## src/rtl/iwc_pkg.sv

```systemverilog
// shared types and constants of the irrigation watering controller
`default_nettype none

package iwc_pkg;

  // field widths
  localparam int unsigned OpW       = 2;
  localparam int unsigned SensorW   = 8;
  localparam int unsigned LimitW    = 7;
  localparam int unsigned MinutesW  = 4;
  localparam int unsigned SecondsW  = 11;
  localparam int unsigned CfgAddrW  = 3;
  localparam int unsigned CfgDataW  = 7;

  // time base
  localparam logic [SecondsW-1:0] SEC_PER_MIN = SecondsW'(60);
  localparam logic [SecondsW-1:0] SEC_MAX     = {SecondsW{1'b1}};

  // register reset values
  localparam logic [LimitW-1:0]   TEMP_LIMIT_RST    = LimitW'(40);
  localparam logic [LimitW-1:0]   HUMIDITY_HIGH_RST = LimitW'(80);
  localparam logic [LimitW-1:0]   HUMIDITY_LOW_RST  = LimitW'(50);
  localparam logic [MinutesW-1:0] WATER_MIN_RST     = MinutesW'(1);
  localparam logic [MinutesW-1:0] REST_MIN_RST      = MinutesW'(1);
  localparam logic [MinutesW-1:0] ALARM_SEC_RST     = MinutesW'(1);

  typedef enum logic [OpW-1:0] {
    OP_TICK       = 2'd0,
    OP_READING    = 2'd1,
    OP_START_WATER = 2'd2,
    OP_START_REST = 2'd3
  } op_e;

  typedef enum logic [1:0] {
    MODE_IDLE  = 2'd0,
    MODE_WATER = 2'd1,
    MODE_REST  = 2'd2
  } mode_e;

  typedef enum logic [1:0] {
    TURN_NONE  = 2'd0,
    TURN_OPEN  = 2'd1,
    TURN_CLOSE = 2'd2
  } turn_e;

  typedef enum logic [CfgAddrW-1:0] {
    CFG_TEMP_LIMIT    = 3'd0,
    CFG_HUMIDITY_HIGH = 3'd1,
    CFG_HUMIDITY_LOW  = 3'd2,
    CFG_WATER_MINUTES = 3'd3,
    CFG_REST_MINUTES  = 3'd4,
    CFG_ALARM_SECONDS = 3'd5
  } cfg_idx_e;

endpackage

`default_nettype wire

```

## src/rtl/irrigation_watering_controller_core.sv

```systemverilog
// irrigation watering controller: mode state, timers, valve and beeper control
// One transaction per clock: an accepted item (tick, sensor reading or manual
// command) is folded into the controller state in the same cycle and its
// result appears on the output registers at the next edge. in_ready_o is high
// whenever the output register is empty or being drained, so the block
// sustains one item per cycle; the only limit is the single output register
// and the consumer's out_ready_i. Outputs show the state after the item:
// mode, valve position, beeper, the net valve turn of the step and the seconds
// counted in the running watering and rest cycle. Configuration registers are
// written with cfg_we_i and take effect for the next item; write them only
// while no transaction is in flight.
`default_nettype none

module irrigation_watering_controller_core (
  input  wire logic                          clk_i,
  input  wire logic                          rst_ni,
  // configuration write port
  input  wire logic                          cfg_we_i,
  input  wire logic [iwc_pkg::CfgAddrW-1:0]  cfg_addr_i,
  input  wire logic [iwc_pkg::CfgDataW-1:0]  cfg_wdata_i,
  // input item
  input  wire logic                          in_valid_i,
  output logic                               in_ready_o,
  input  wire logic [iwc_pkg::OpW-1:0]       op_i,
  input  wire logic [iwc_pkg::SensorW-1:0]   temperature_i,
  input  wire logic [iwc_pkg::SensorW-1:0]   humidity_i,
  // result item
  output logic                               out_valid_o,
  input  wire logic                          out_ready_i,
  output logic [1:0]                         mode_o,
  output logic                               valve_open_o,
  output logic                               beeper_on_o,
  output logic [1:0]                         turn_command_o,
  output logic [iwc_pkg::SecondsW-1:0]       elapsed_seconds_o
);
  import iwc_pkg::*;

  // configuration registers
  logic [LimitW-1:0]   temp_limit_q, humidity_high_q, humidity_low_q;
  logic [MinutesW-1:0] water_minutes_q, rest_minutes_q, alarm_seconds_q;

  // controller state
  mode_e               mode_q, mode_d;
  logic [SecondsW-1:0] sec_q, sec_d;
  logic                valve_q, valve_d;
  logic                beeper_q, beeper_d;
  logic [SensorW-1:0]  temp_q, temp_d;
  logic [SensorW-1:0]  hum_q, hum_d;
  logic                rd_valid_q, rd_valid_d;
  turn_e               turn_q, turn_d;
  logic                out_valid_q;

  logic                in_accept;
  logic [SecondsW-1:0] water_limit, rest_limit;
  op_e                 op;

  assign op        = op_e'(op_i);
  assign in_ready_o = !out_valid_q || out_ready_i;
  assign in_accept = in_valid_i && in_ready_o;

  // cycle lengths in seconds, fit in 11 bits for 4-bit minute fields
  assign water_limit = {{(SecondsW-MinutesW){1'b0}}, water_minutes_q} * SEC_PER_MIN;
  assign rest_limit  = ({{(SecondsW-MinutesW){1'b0}}, water_minutes_q} +
                        {{(SecondsW-MinutesW){1'b0}}, rest_minutes_q}) * SEC_PER_MIN;

  // configuration writes
  always_ff @(posedge clk_i or negedge rst_ni) begin
    if (!rst_ni) begin
      temp_limit_q    <= TEMP_LIMIT_RST;
      humidity_high_q <= HUMIDITY_HIGH_RST;
      humidity_low_q  <= HUMIDITY_LOW_RST;
      water_minutes_q <= WATER_MIN_RST;
      rest_minutes_q  <= REST_MIN_RST;
      alarm_seconds_q <= ALARM_SEC_RST;
    end else if (cfg_we_i) begin
      case (cfg_idx_e'(cfg_addr_i))
        CFG_TEMP_LIMIT:    temp_limit_q    <= cfg_wdata_i[LimitW-1:0];
        CFG_HUMIDITY_HIGH: humidity_high_q <= cfg_wdata_i[LimitW-1:0];
        CFG_HUMIDITY_LOW:  humidity_low_q  <= cfg_wdata_i[LimitW-1:0];
        CFG_WATER_MINUTES: water_minutes_q <= cfg_wdata_i[MinutesW-1:0];
        CFG_REST_MINUTES:  rest_minutes_q  <= cfg_wdata_i[MinutesW-1:0];
        CFG_ALARM_SECONDS: alarm_seconds_q <= cfg_wdata_i[MinutesW-1:0];
        default: ;
      endcase
    end
  end

  // next state for one item: count, timed checks, item, automatic checks
  always_comb begin
    logic auto_en;
    auto_en    = 1'b0;
    mode_d     = mode_q;
    sec_d      = sec_q;
    valve_d    = valve_q;
    beeper_d   = beeper_q;
    temp_d     = temp_q;
    hum_d      = hum_q;
    rd_valid_d = rd_valid_q;

    // second count while a cycle runs, saturating
    if (op == OP_TICK && mode_q != MODE_IDLE && sec_q != SEC_MAX) begin
      sec_d = sec_q + SecondsW'(1);
    end

    // alarm end and watering end
    if (mode_d == MODE_WATER) begin
      if (sec_d >= {{(SecondsW-MinutesW){1'b0}}, alarm_seconds_q}) begin
        beeper_d = 1'b0;
      end
      if (sec_d >= water_limit) begin
        mode_d   = MODE_REST;
        beeper_d = 1'b0;
        valve_d  = 1'b0;
      end
    end
    // rest end
    if (mode_d == MODE_REST && sec_d >= rest_limit) begin
      mode_d = MODE_IDLE;
    end
    if (mode_d == MODE_IDLE) begin
      sec_d = '0;
    end

    // apply the item
    case (op)
      OP_READING: begin
        temp_d     = temperature_i;
        hum_d      = humidity_i;
        rd_valid_d = 1'b1;
        auto_en    = 1'b1;
      end
      OP_START_WATER: begin
        mode_d   = MODE_WATER;
        beeper_d = 1'b1;
        valve_d  = 1'b1;
      end
      OP_START_REST: begin
        mode_d   = MODE_REST;
        beeper_d = 1'b0;
        valve_d  = 1'b0;
      end
      default: begin
        auto_en = 1'b1;
      end
    endcase

    // automatic humidity and temperature checks
    if (auto_en && rd_valid_d) begin
      if (mode_d == MODE_IDLE) begin
        if (hum_d <= {1'b0, humidity_low_q} ||
            (hum_d < {1'b0, humidity_high_q} && temp_d >= {1'b0, temp_limit_q})) begin
          mode_d   = MODE_WATER;
          beeper_d = 1'b1;
          valve_d  = 1'b1;
        end
      end
      if (hum_d >= {1'b0, humidity_high_q} && mode_d != MODE_REST) begin
        mode_d   = MODE_REST;
        beeper_d = 1'b0;
        valve_d  = 1'b0;
      end
    end

    // net valve movement of the step
    if (!valve_q && valve_d) begin
      turn_d = TURN_OPEN;
    end else if (valve_q && !valve_d) begin
      turn_d = TURN_CLOSE;
    end else begin
      turn_d = TURN_NONE;
    end
  end

  // state and result registers
  always_ff @(posedge clk_i or negedge rst_ni) begin
    if (!rst_ni) begin
      mode_q      <= MODE_IDLE;
      sec_q       <= '0;
      valve_q     <= 1'b0;
      beeper_q    <= 1'b0;
      temp_q      <= '0;
      hum_q       <= '0;
      rd_valid_q  <= 1'b0;
      turn_q      <= TURN_NONE;
      out_valid_q <= 1'b0;
    end else begin
      if (in_accept) begin
        mode_q     <= mode_d;
        sec_q      <= sec_d;
        valve_q    <= valve_d;
        beeper_q   <= beeper_d;
        temp_q     <= temp_d;
        hum_q      <= hum_d;
        rd_valid_q <= rd_valid_d;
        turn_q     <= turn_d;
      end
      if (in_accept) begin
        out_valid_q <= 1'b1;
      end else if (out_ready_i) begin
        out_valid_q <= 1'b0;
      end
    end
  end

  assign out_valid_o       = out_valid_q;
  assign mode_o            = mode_q;
  assign valve_open_o      = valve_q;
  assign beeper_on_o       = beeper_q;
  assign turn_command_o    = turn_q;
  assign elapsed_seconds_o = sec_q;

  // valve is open exactly while watering
  assert property (@(posedge clk_i) disable iff (!rst_ni)
    out_valid_o |-> (valve_open_o == (mode_o == MODE_WATER)))
    else $error("valve position disagrees with mode");

  // beeper only sounds during watering
  assert property (@(posedge clk_i) disable iff (!rst_ni)
    (out_valid_o && beeper_on_o) |-> (mode_o == MODE_WATER))
    else $error("beeper on outside watering");

  // idle keeps the cycle count cleared
  assert property (@(posedge clk_i) disable iff (!rst_ni)
    (out_valid_o && mode_o == MODE_IDLE) |-> (elapsed_seconds_o == '0))
    else $error("seconds counted while idle");

  // an open turn command matches the valve opening from closed
  assert property (@(posedge clk_i) disable iff (!rst_ni)
    (in_accept && turn_d == TURN_OPEN) |=> valve_open_o && !$past(valve_q))
    else $error("open command without valve opening");

endmodule

`default_nettype wire
```

## config.mk

```make
export PLATFORM = sky130hd
export DESIGN_NAME = irrigation_watering_controller_core
export DESIGN_NICKNAME = d
export VERILOG_FILES = /design/src/rtl/iwc_pkg.sv /design/src/rtl/irrigation_watering_controller_core.sv
export SDC_FILE = /design/constraint.sdc
export NUM_CORES = 1
export LEC_CHECK = 0
export BUFFER_PORTS_ARGS = -buffer_cell sky130_fd_sc_hd__buf_2
export CAP_MARGIN = 20
export CORE_ASPECT_RATIO = 0.6
export CORE_MARGIN = 5
export CORE_UTILIZATION = 25
export CTS_BUF_LIST = sky130_fd_sc_hd__clkbuf_8
export DETAILED_ROUTE_END_ITERATION = 7
export HOLD_SLACK_MARGIN = 0.15
export SLEW_MARGIN = 40
export SYNTH_ARGS = -nofsm -noshare
export SYNTH_HDL_FRONTEND = slang
export SYNTH_SLANG_ARGS = --single-unit
```

## constraint.sdc

```tcl
create_clock -name clk_i -period 7.45 [get_ports clk_i]
set_input_delay 1.1175 -clock clk_i [delete_from_list [all_inputs] [get_ports clk_i]]
set_output_delay 1.1175 -clock clk_i [all_outputs]
set_load 0.1 [all_outputs]
```

==> impl_metrics.json <==
{
  "vdd_ir_drop_max_mv": 0.291,
  "r2r_cells": 24,
  "drtAntennaViolNets": 0,
  "ctsResizeCount": 0,
  "synth_seq_cells": 68,
  "io_buffers": 51,
  "synthCells": 532,
  "maxSlewViolCount": 0,
  "pre_cts_slack_ps": 1580,
  "clockBufferDepth": 2,
  "finClkSkew_ps": 15.6,
  "drtPass1Iterations": 4,
  "tns_ps": 0,
  "synth-main-ff-cell": "dfrtp_1",
  "wl_per_cell_um": 15.3,
  "netlist_area_mm2": 0.00530,
  "vias_per_cell": 4.58,
  "crit_type": "reg2reg",
  "crit_path_end_kind": "flip-flop",
  "grt_pass1_vias": 3816,
  "crit_top_cell": "inv_1",
  "timing.final.crit_period_ps": 5930,
  "critPathMaxFanout": 13,
  "fill_cells": 2225,
  "path_clk_slew_ps": 90,
  "dp_hpwl_mm": 10.4,
  "crit_chain": "fa_1, xor2_1, inv_1, fa_1, inv_1, ha_1, inv_1, xnor2_1, inv_1, fa_1, inv_1, a21oi_1, o21bai_1, a21o_1, a21oi_1, xor2_1, ha_1, nand2_1, a211oi_1, a221o_1, o31ai_1, o31ai_4, or2_2, o31ai_1",
  "max_slew_margin_pct": 49.5,
  "first_iter_violations": 247,
  "required_ps": 7710,
  "post-route-drc-count": 0,
  "die_area_mm2": 0.0243,
  "seq_area_frac_synth_pct": 32.3,
  "area_growth_pct": 14.5,
  "power_leakage_nw": 2.86,
  "die_w_um": 198,
  "start_util_pct": 25.3,
  "cp-startpoint": "water_minutes_q[1]$_DFFE_PN0P_",
  "period_share_pct": 79.6,
  "syn_nets": 646,
  "finalWeightedCongestion": 0.859,
  "routed_wl_mm": 13.2,
  "hold_viol_final": 0,
  "cts_hold_buf": 0,
  "setup.worst_path.end": "elapsed_seconds_o[0]$_DFFE_PN0P_",
  "critPathSlowestCell": "dfrtp_1",
  "arrival_ps": 6200,
  "finalNetCount": 694,
  "dr_total_vias": 3957,
  "layout-drive-gt1-share_pct": 25.0,
  "r2r-end": "elapsed_seconds_o[0]$_DFFE_PN0P_",
  "cts_setup_buffers": 0,
  "timing.rr.start": "water_minutes_q[1]$_DFFE_PN0P_",
  "grt_antenna_before_repair": 1,
  "syn_area_per_cell_um2": 9.96,
  "rows": 41,
  "slowest_delay_ps": 510,
  "whs_path_depth": 2,
  "r2r_slack_ps": 1520,
  "finalSetupViolCount": 0,
  "p_per_area_mw_per_mm2": 444,
  "setup_ws_ps": 1520,
  "holdCritPathClass": "reg2reg",
  "clk_latency_ps": 370,
  "clock.fmax_mhz": 169,
  "synth_edf_count": 0,
  "cts_root_buf": "clkbuf_8",
  "coreArea_mm2": 0.0209,
  "htreeDepth": 3,
  "grt_first_pass_wirelength_mm": 21.8,
  "yosysUniqueCellTypes": 64,
  "outcome": "finished clean",
  "numClockSinks": 68,
  "grt_max_degree": 69,
  "grt_usage_pct": 11.4,
  "die_height_um": 123,
  "startpoint_type": "flip-flop",
  "numCtsBuffers": 9,
  "diodes": 0,
  "drv_cap": 0,
  "tritoncts": "done",
  "rsz0062_at_grt": "false",
  "pin_count": 52,
  "overflow": 0,
  "synth-warning-count": 0,
  "hold_slack_ps": 489,
  "worstMarginPinSlew_ps": 752,
  "async_flop_share_pct": 100
}
worst max-delay path, delay by kind of cell (launching register included):
family          cells  cell delay [ps]
compound gates      9             1770
xor+xnor            3              660
fa+ha+maj           5             1970
buf+inv             5              400
flops               1              510
simple gates        2              510
power breakdown:
| part | internal, W | total [W] | switching [W] |
|---|---|---|---|
| Combinational | 0.000769 | 0.00189 | 0.00112 |
| Clock | 0.000130 | 0.000289 | 0.000159 |
| Sequential | 0.000450 | 0.000513 | 0.0000637 |
| Total | 0.00135 | 0.00269 | 0.00135 |
routing by layer:
layer / wire, um / vias up / track usage, %
li1: - / 1983 / -
met1: 7750 / 1872 / 19.3
met2: 4570 / 91 / 13.3
met3: 858 / 9 / 3.90
met4: 62 / 2 / 1.72
met5: 7 / - / 0
Yosys cell counts (3+ instances only):
cell      instances  area share (%)
mux2_2           45             9.6
o21ai_0          33             3.1
nor2_1           22             1.6
ha_1             72              17
o211ai_1          5            0.71
xor2_1           14             2.3
nand4b_1          3            0.50
inv_1            52             3.7
a21o_1           12             1.7
o21bai_1          3            0.42
nand4_1          10             1.2
clkbuf_1          9            0.64
fa_1              9             3.4
o31ai_1          10             1.4
nand2_1          37             2.6
a21oi_1          24             2.3
and2_1            3            0.35
nand3_1          14             1.3
dfrtp_1          58              27
nand2b_1          9             1.1
nor3_1            5            0.47
buf_4             3            0.42
nor2b_1           6            0.71
dfstp_2          10             5.0
o21ai_1           6            0.57
xnor2_1           9             1.5
mux2i_1           3            0.57
flip-flops by register name, indices dropped and copies added, names as in the netlist:
name / flops
elapsed_seconds_o: 11
hum_q: 8
temp_q: 8
humidity_high_q: 7
humidity_low_q: 7
temp_limit_q: 7
alarm_seconds_q: 4
rest_minutes_q: 4
water_minutes_q: 4
mode_o: 2
turn_command_o: 2
beeper_on_o: 1
out_valid_o: 1
rd_valid_q: 1
valve_open_o: 1
logic make-up (layout without fill, tap and decap cells):
| kind of cell | count (synthesis) | count (layout) | share of synthesized area (%) |
|---|---|---|---|
| flip-flops | 68 | 68 | 32.3 |
| XOR/XNOR | 23 | 23 | 3.80 |
| adder cells (fa/ha/maj) | 81 | 81 | 20.4 |
| multiplexers | 49 | 49 | 10.4 |
| AO/OA/AOI/OAI | 116 | 116 | 15.2 |
| buffers and inverters | 69 | 122 | 5.45 |
| AND/OR/NAND/NOR | 126 | 126 | 12.4 |
worst min path at each step:
stage | endpoint | from | slack [ps]
after global routing | turn_command_o[0]$_DFFE_PN0P_ | turn_command_o[0]$_DFFE_PN0P_ | 530
after CTS | turn_command_o[0]$_DFFE_PN0P_ | turn_command_o[0]$_DFFE_PN0P_ | 490
after global placement | turn_command_o[1]$_DFFE_PN0P_ | turn_command_o[1]$_DFFE_PN0P_ | 470
after floorplan | rd_valid_q$_DFFE_PN0P_ | rd_valid_q$_DFFE_PN0P_ | 460
final | turn_command_o[0]$_DFFE_PN0P_ | turn_command_o[0]$_DFFE_PN0P_ | 490
after detailed placement | turn_command_o[0]$_DFFE_PN0P_ | turn_command_o[0]$_DFFE_PN0P_ | 470
layout make-up:
| cell class | count | area [um^2] | area share [%] |
|---|---|---|---|
| inverters | 52 | 195 | 3.22 |
| clock inverters | 6 | 41.3 | 0.680 |
| well taps | 279 | 349 | 5.75 |
| clock buffers | 10 | 138 | 2.27 |
| multi-input cells | 395 | 3350 | 55.2 |
| flip-flops and latches | 68 | 1710 | 28.2 |
| repair buffers | 54 | 282 | 4.64 |
stage by stage:
stage | cell area [um^2] | util (%) | total power, W | instances
finish | 6070 | 29.0 | 0.00269 | 864
floorplan | 5300 | - | 0.00197 | 532
global placement | 5850 | 28.0 | 0.00239 | 848
global route | 6070 | 29.0 | 0.00303 | 864
CTS | 6070 | 29.0 | 0.00271 | 864
detailed placement | 5890 | 28.1 | 0.00240 | 848
placed cells by master, fill, tap and decap left out, types with 3 or more instances in the layout:
master and n:
nor3_1 5, nor2b_1 5, fa_1 9, ha_1 72, o21ai_0 33, o21bai_1 3, mux2i_1 3, o31ai_1 10
buf_2 51, nand4_1 10, nand3_1 13, and2_1 3, a21oi_1 24, inv_1 53, xor2_1 14, nand2_1 36
nand4b_1 3, o21ai_1 6, o211ai_1 5, dfstp_2 10, nand2b_1 9, clkbuf_8 10, xnor2_1 9, nor2_1 22
dfrtp_1 58, mux2_2 45, a21o_1 12
No activity file was read; power rests on OpenSTA's default activity.
